<file path="src/sv/psd_pkg.sv">
// Package for the point to segment distance pipeline.
// Holds widths, region codes and beat payload types; no dependencies.
package psd_pkg;

    localparam int COORD_W    = 20;
    localparam int DIFF_W     = 21;
    localparam int PROD_W     = 42;
    localparam int DOT_W      = 43;
    localparam int LEN_W      = 42;
    localparam int DX_W       = 22;
    localparam int SQ_W       = 44;
    localparam int ROOT_W     = 45;
    localparam int ROOT_STEPS = 22;
    localparam int DIST_W     = 21;
    localparam int REGION_W   = 2;

    localparam int RATIO_FRAC_BITS_DEFAULT = 16;

    localparam logic [DIST_W-1:0]   DIST_MAX        = {DIST_W{1'b1}};
    localparam logic [REGION_W-1:0] REGION_START    = 2'd0;
    localparam logic [REGION_W-1:0] REGION_INTERIOR = 2'd1;
    localparam logic [REGION_W-1:0] REGION_END      = 2'd2;

    typedef struct packed {
        logic signed [COORD_W-1:0] point_x;
        logic signed [COORD_W-1:0] point_y;
        logic signed [COORD_W-1:0] start_x;
        logic signed [COORD_W-1:0] start_y;
        logic signed [COORD_W-1:0] end_x;
        logic signed [COORD_W-1:0] end_y;
    } psd_query_t;

    typedef struct packed {
        logic [DIST_W-1:0]   distance;
        logic [REGION_W-1:0] nearest_region;
    } psd_result_t;

    // Values that ride along the divider chain untouched.
    typedef struct packed {
        logic signed [DIFF_W-1:0] a;
        logic signed [DIFF_W-1:0] b;
        logic signed [DIFF_W-1:0] c;
        logic signed [DIFF_W-1:0] d;
        logic signed [DIFF_W-1:0] pex;
        logic signed [DIFF_W-1:0] pey;
        logic [REGION_W-1:0]      region;
    } psd_side_t;

endpackage

</file>
<file path="src/sv/psd_sqrt_cell.sv">
// One digit step of the pipelined integer square root.
// Depends on psd_pkg for widths.
module psd_sqrt_cell #(
    parameter int STEP = 0
) (
    input  logic                         clk,
    input  logic                         rst_n,
    input  logic                         en,
    input  logic                         vld_in,
    input  logic [psd_pkg::REGION_W-1:0] region_in,
    input  logic [psd_pkg::ROOT_W-1:0]   op_in,
    input  logic [psd_pkg::ROOT_W-1:0]   res_in,
    output logic                         vld_out,
    output logic [psd_pkg::REGION_W-1:0] region_out,
    output logic [psd_pkg::ROOT_W-1:0]   op_out,
    output logic [psd_pkg::ROOT_W-1:0]   res_out
);
    localparam logic [psd_pkg::ROOT_W-1:0] ONE = psd_pkg::ROOT_W'(1) << (2 * STEP);

    logic                         vld_reg;
    logic [psd_pkg::REGION_W-1:0] region_reg;
    logic [psd_pkg::ROOT_W-1:0]   op_reg, res_reg, op_next, res_next, trial;
    logic                         ge;

    assign trial    = res_in + ONE;
    assign ge       = op_in >= trial;
    assign op_next  = ge ? op_in - trial : op_in;
    assign res_next = ge ? (res_in >> 1) + ONE : res_in >> 1;

    always_ff @(posedge clk or negedge rst_n)
    begin
        if (!rst_n)
        begin
            vld_reg <= 1'b0;
        end
        else if (en)
        begin
            vld_reg <= vld_in;
        end
    end

    always_ff @(posedge clk)
    begin
        if (en)
        begin
            region_reg <= region_in;
            op_reg     <= op_next;
            res_reg    <= res_next;
        end
    end

    assign vld_out    = vld_reg;
    assign region_out = region_reg;
    assign op_out     = op_reg;
    assign res_out    = res_reg;
endmodule

</file>
<file path="config.mk">
export PLATFORM = sky130hd
export DESIGN_NAME = psd_sqrt_cell
export DESIGN_NICKNAME = d
export VERILOG_FILES = /design/src/sv/psd_pkg.sv /design/src/sv/psd_sqrt_cell.sv
export SDC_FILE = /design/constraint.sdc
export NUM_CORES = 1
export LEC_CHECK = 0
export BUFFER_PORTS_ARGS = -buffer_cell sky130_fd_sc_hd__buf_2
export CELL_PAD_IN_SITES_DETAIL_PLACEMENT = 1
export CELL_PAD_IN_SITES_GLOBAL_PLACEMENT = 1
export CORE_MARGIN = 2
export CORE_UTILIZATION = 37
export DETAILED_ROUTE_END_ITERATION = 6
export GPL_ROUTABILITY_DRIVEN = 0
export GPL_TIMING_DRIVEN = 0
export PLACE_DENSITY_LB_ADDON = 0.3
export SLEW_MARGIN = 5
export SYNTH_ARGS = -nofsm -noshare
export SYNTH_HDL_FRONTEND = slang
export SYNTH_SLANG_ARGS = --single-unit
</file>
<file path="constraint.sdc">
create_clock -name clk -period 0.8 [get_ports clk]
set_input_delay 0.04 -clock clk [delete_from_list [all_inputs] [get_ports clk]]
set_output_delay 0.04 -clock clk [all_outputs]
set_load 0.1 [all_outputs]
</file>
==> impl_metrics.tcl, run 1 <==
set metrics [dict create \
    die_area_um2 21800 \
    dp_hpwl_um 21600 \
    finalMaxSlewViolations 5 \
    yosysUniqueCellTypes 69 \
    ys_ff_latch 93 \
    final_core_util 0.625 \
    violations "negative hold slack, max-capacitance violations, max-slew violations, negative setup slack" \
    r2r_start "vld_out" \
    synth_edf_count 92 \
    status "finished, violations left" \
    synth_cells 847 \
    worstPathArrival_ns 4.24 \
    grt_pass1_wl_um 51300 \
    post_drt_via_cell_ratio 6.32 \
    die_y_um 148 \
    grt_setup_unrepaired "true" \
    fmax_mhz 242 \
    crit_type "input pin to register" \
    grt_pass1_vias 8589 \
    synthesis.nets 991 \
    p_leak_nw 5.04 \
    yosysSeqAreaShare 0.365 \
    drive_gt1_frac 0.477 \
    cp_slowest_stage_delay_ns 0.69 \
    initial_utilization 0.377 \
    cts_buffers 9 \
    grtUsageTotal 0.307 \
    path_cells "buf_12 -> ha_4 -> and3_4 -> nand3_4 -> buf_4 -> nor2_1 -> xnor2_1 -> ha_1 -> nand2_1 -> o21ai_0 -> o211ai_1 -> a211oi_2 -> buf_4 -> o22ai_4 -> o31a_1 -> buf_6 -> buf_4 -> buf_6 -> nor4_4 -> xor2_1" \
    final_common_cell "buf_6" \
    drtIter0Drc 1096 \
    vdd_ir_drop_max_mv 1.19 \
    tightest_slew_ns 1.65 \
    cts_root_buffer "clkbuf_16" \
    grt_start_max_net_pins 58 \
    ios 189 \
    core_area_um2 20200 \
    synthArstFlopShare 0.0108 \
    finalHoldViolCount 1 \
    cp_common_cell "buf_4" \
    end_kind "register" \
    rows 52 \
    avgSynthCellArea_um2 9.01 \
    drc 0 \
    syn2layout_area_growth_pct 65.9 \
    netlist_area_um2 7630 \
    num_vias 9006 \
    dieWidth_um 148 \
    wl_per_cell_um 28.8 \
    fin_crit_sh 5.17 \
    final_cell_mix "buf_6 (114), edfxtp_1 (92), buf_2 (77)" \
    final_nets 1292 \
    cp_num_buf_inv 6 \
    cp.required_ns 0.90 \
    clk_path_buf_depth 2 \
    worst_hold_slack_ns -0.00337 \
    tritoncts "built" \
    wl_um 41000 \
    maxSlewHeadroom -0.113 \
    numClockSinks 93 \
    nFillCells 2116 \
    placed_cell_area_um2 9130 \
    p_per_area_nw_per_um2 1830 \
    crit_fanout 8 \
    period_needed_ns 4.14 \
    setup_ws_ns -3.34 \
    ys.flop_type "edfxtp_1" \
    ant_nets 0 \
    dr.pass1.iters 6 \
    grt.overflow.total 0 \
    hold_path_class "input pin to register" \
    critPathLaunchType "input pin" \
    cp_slowest_cell "o21ai_0" \
    path_clk_slew_ns 0.07 \
    crit_start "res_in[0]" \
    portBuffers 183 \
    min_from "op_in[16]" \
    fin_area_um2 12700 \
    critical-path-top-delay-family "compound AO/OA/AOI/OAI gates" \
    antenna_found_initial 2 \
    fin_worst_skew_ns 0 \
    cap_violations 1 \
    yosysWarnings 0 \
    setup_viol 184 \
    clkLatencyLatePin_ns 0.36 \
    htree_levels 3 \
]
==> final cells by class <==
class | instances | area (µm²) | area share
Multi-Input combinational cell | 706 | 6050 | 0.478
Timing Repair Buffer | 297 | 2830 | 0.224
Sequential cell | 93 | 2790 | 0.221
Tap cell | 270 | 338 | 0.0267
Buffer | 29 | 313 | 0.0247
Clock buffer | 13 | 260 | 0.0206
Inverter | 12 | 45.0 | 0.00356
Clock inverter | 3 | 22.5 | 0.00178
Antenna cell | 1 | 2.50 | 0.000198
==> layer usage <==
metal,GRT usage,part of all wire,up-vias
met5,0,0.00027,-
met4,0.116,0.066,2
met3,0.0593,0.094,229
met2,0.515,0.46,674
met1,0.393,0.38,4396
li1,-,-,3705
==> state kept, by name (all words and copies together) (netlist names) <==
| register | count |
|---|---|
| op_out | 45 |
| res_out | 45 |
| region_out | 2 |
| vld_out | 1 |
==> synth_stat cells, types with 3 or more instances <==
library cell,n,area (µm²)
and3_1,19,119
edfxtp_1,92,2760
nor2b_1,9,56.3
ha_1,47,588
xor2_1,56,490
and2_1,7,43.8
xnor2_1,67,587
o211ai_1,5,37.5
nand3_1,36,180
nor2_1,80,300
o21bai_1,5,37.5
nand4_1,35,219
or2_2,3,18.8
o21ai_0,42,210
buf_2,15,75.1
nor4_1,4,25.0
a21o_1,22,165
a21oi_1,81,405
clkbuf_1,14,52.6
nand2_1,94,353
nand2b_1,7,43.8
and4_1,7,61.3
a31oi_1,3,18.8
inv_1,12,45.0
nor3_1,23,115
buf_4,4,30.0
a311oi_1,3,26.3
==> cell families (layout without fill, tap and decap cells) <==
logic type	after synthesis	in the layout	synth area share
XOR/XNOR	123	123	0.141
buffers and inverters	48	354	0.0292
flip-flops	93	93	0.365
multiplexers	4	4	0.00558
AND/OR/NAND/NOR	340	340	0.222
AO/OA/AOI/OAI	191	191	0.157
adder cells (fa/ha/maj)	48	48	0.0797
other	0	1	0
==> path summary, 6_finish.rpt <==
path	end	slack [ns]	cells after the start
worst max-delay path	res_out[31]	-3.34	20
worst min-delay path	op_out[16]	-0.003	3
worst max register to register	vld_out	-0.06	1
worst min register to register	vld_out	0.59	1
max in group asynchronous	vld_out	0.17	3
min in group asynchronous	vld_out	0.51	3
==> stage by stage <==
stage / hold slack, ns / TNS, ns / total power, mW / setup WS (ns) / cells
finish: -0.00337 / -306.12 / 23.1 / -3.34 / 1424
detailed placement: -0.184 / -392.15 / 15.0 / -4.45 / 1301
floorplan: -0.256 / -263.54 / 13.0 / -2.90 / 847
global placement: -0.185 / -478.14 / 14.9 / -4.35 / 1300
CTS: -0.0168 / -271.68 / 21.5 / -2.93 / 1390
global route: 0.00673 / -311.68 / 23.7 / -3.34 / 1423
==> timing repair <==
action,in CTS,in global routing
pin swaps,57,62
endpoints found under the setup margin,229,184
hold buffers,14,1
hold endpoints to repair,14,1
cloned,8,4
setup buffers,56,31
resized for setup,419,153
==> where the power goes <==
| part | switching [mW] | internal [mW] |
|---|---|---|
| registers | 0.294 | 6.06 |
| clock network | 2.09 | 2.29 |
| logic | 8.33 | 4.05 |
| total | 10.7 | 12.4 |
No activity file was read; power rests on OpenSTA's default activity.
==> run 2: changes to the inputs <==
--- a/config.mk
+++ b/config.mk
@@ -5,7 +5,7 @@
 export SDC_FILE = /design/constraint.sdc
 export NUM_CORES = 1
 export LEC_CHECK = 0
-export BUFFER_PORTS_ARGS = -buffer_cell sky130_fd_sc_hd__buf_2
+export BUFFER_PORTS_ARGS = -buffer_cell sky130_fd_sc_hd__buf_4
 export CELL_PAD_IN_SITES_DETAIL_PLACEMENT = 1
 export CELL_PAD_IN_SITES_GLOBAL_PLACEMENT = 1
 export CORE_MARGIN = 2
@@ -18,3 +18,4 @@
 export SYNTH_ARGS = -nofsm -noshare
 export SYNTH_HDL_FRONTEND = slang
 export SYNTH_SLANG_ARGS = --single-unit
+export TNS_END_PERCENT = 5
==> impl_metrics.tcl, run 2 (synthesized netlist as in run 1, its figures left out) <==
set metrics [dict create \
    htree_levels 3 \
    ant_nets 0 \
    dr.pass1.iters 7 \
    final_cell_mix "buf_4 (144), buf_6 (108), edfxtp_1 (92)" \
    status "finished, violations left" \
    p_int_mw 12.4 \
    p_per_area_nw_per_um2 1890 \
    rows 52 \
    critical-path-top-delay-family "simple AND/OR/NAND/NOR gates" \
    maxSlewHeadroom 0.0647 \
    core_area_um2 20200 \
    final_core_util 0.580 \
    p_leak_nw 4.67 \
    vdd_ir_drop_max_mv 1.13 \
    critPathLaunchType "input pin" \
    cp_num_buf_inv 3 \
    r2r_start "vld_out" \
    dp_hpwl_um 21600 \
    worst_hold_slack_ns 0.00411 \
    tightest_slew_ns 1.39 \
    nFillCells 2229 \
    wl_per_cell_um 23.6 \
    drive_gt1_frac 0.392 \
    wl_um 33100 \
    grt_start_max_net_pins 94 \
    dieWidth_um 148 \
    r2r_end "vld_out" \
    clkLatencyLatePin_ns 0.37 \
    grt_pass1_wl_um 47500 \
    worstPathArrival_ns 4.06 \
    die_area_um2 21800 \
    setup_viol 183 \
    fin_worst_skew_ns 0 \
    hold_path_class "input pin to register" \
    cts_buffers 9 \
    grt_setup_unrepaired "true" \
    ios 189 \
    tritoncts "built" \
    layout.cells.non_filler 1402 \
    cts_root_buffer "clkbuf_16" \
    reg2regPathDepth 1 \
    cp_slowest_stage_delay_ns 0.49 \
    reg2reg_slack_ns 0 \
    min_from "res_in[44]" \
    drc 0 \
    crit_type "input pin to register" \
    antenna_found_initial 1 \
    path_clk_slew_ns 0.07 \
    end_kind "register" \
    portBuffers 183 \
    min_to "res_out[43]" \
    fin_area_um2 11700 \
    dp.cells 1300 \
    num_vias 8092 \
    p_sw_frac 0.443 \
    cp.required_ns 0.89 \
    final_common_cell "buf_4" \
    finalMaxSlewViolations 0 \
    setup_ws_ns -3.17 \
    cp_common_cell "and4_4" \
    syn2layout_area_growth_pct 53.9 \
    fin_crit_sh 4.96 \
    grt.overflow.total 0 \
    placed_cell_area_um2 9440 \
    grt_pass1_vias 8130 \
    cp_slowest_cell "nor4_1" \
    pwr-share-comb 0.488 \
    total_power_mw 22.2 \
    clk_path_buf_depth 2 \
    fmax_mhz 252 \
    numClockSinks 93 \
    crit_fanout 10 \
    post_drt_via_cell_ratio 5.77 \
    pwr-share-clk 0.227 \
    initial_utilization 0.377 \
    seqPwrFrac 0.285 \
    period_needed_ns 3.97 \
    drtIter0Drc 687 \
    final_nets 1270 \
    die_y_um 148 \
    grtUsageTotal 0.284 \
    path_cells "buf_8 -> and4_4 -> and4_4 -> and4_4 -> and3_4 -> and2b_2 -> and4_4 -> nand3_1 -> xor2_2 -> ha_1 -> clkbuf_2 -> nand4_1 -> nor2_2 -> nand4_1 -> nor2_2 -> a211oi_2 -> o31a_1 -> buf_6 -> nor4_1 -> xor2_1" \
    power_switching_mw 9.86 \
    violations "negative setup slack" \
    hold_depth 2 \
    finalHoldViolCount 0 \
    cap_violations 0 \
]
[run 2: cell count changes in the layout (fill, tap and decap cells not counted), sizes merged]
cell and change:
buf -25, bufinv +2, clkbuf -5, clkinv -1
dlygate4sd3 +5, inv +2
[run 2: cell type report]
cell class / count / area [µm²] / share of cell area
Buffer: 32 / 315 / 0.0269
Timing Repair Buffer: 272 / 2560 / 0.218
Clock inverter: 6 / 93.8 / 0.00800
Clock buffer: 10 / 239 / 0.0204
Inverter: 12 / 45.0 / 0.00384
Sequential cell: 93 / 2790 / 0.238
Tap cell: 270 / 338 / 0.0288
Multi-Input combinational cell: 706 / 5350 / 0.456
Antenna cell: 1 / 2.50 / 0.000213
[run 2: power groups by stage]
stage               Combinational, mW  Clock, mW  Sequential, mW
CTS                              10.2       5.03            6.33
finish                           10.9       5.04            6.35
detailed placement               9.06          0            6.32
global route                     11.3       5.18            6.39
floorplan                        2.75          0            10.2
global placement                 8.97          0            6.31
[run 2: timing repair]
item | CTS | global route
endpoints found under the hold margin | 17 | 3
hold buffers | 17 | 3
buffers inserted | 50 | 18
gates cloned | 1 | 0
endpoints found under the setup margin | 276 | 184
gates resized for setup | 226 | 100
pin swaps | 50 | 46
[run 2: how the worst max path moves through the flow]
stage / startpoint / to / slack (ns) / cells past startpoint
floorplan: res_in[12] / res_out[15] / -2.90 / 21
global placement: res_in[2] / op_out[26] / -4.46 / 19
detailed placement: res_in[2] / op_out[26] / -4.50 / 19
CTS: res_in[15] / res_out[39] / -3.05 / 23
global route: res_in[17] / res_out[7] / -3.30 / 22
finish: res_in[12] / res_out[31] / -3.17 / 20
[run 2: metal layers]
metal,vias up,global-route usage,wire (µm)
li1,3664,-,-
met1,3972,0.373,13800
met2,384,0.484,16200
met3,72,0.0404,2110
met4,0,0.0889,1080
met5,-,0,0
[run 2: through the flow]
step	worst slack, ns	setup TNS [ns]
CTS	-3.05	-280.60
global placement	-4.46	-416.29
detailed placement	-4.50	-422.82
floorplan	-2.90	-264.78
finish	-3.17	-292.08
global route	-3.30	-307.38
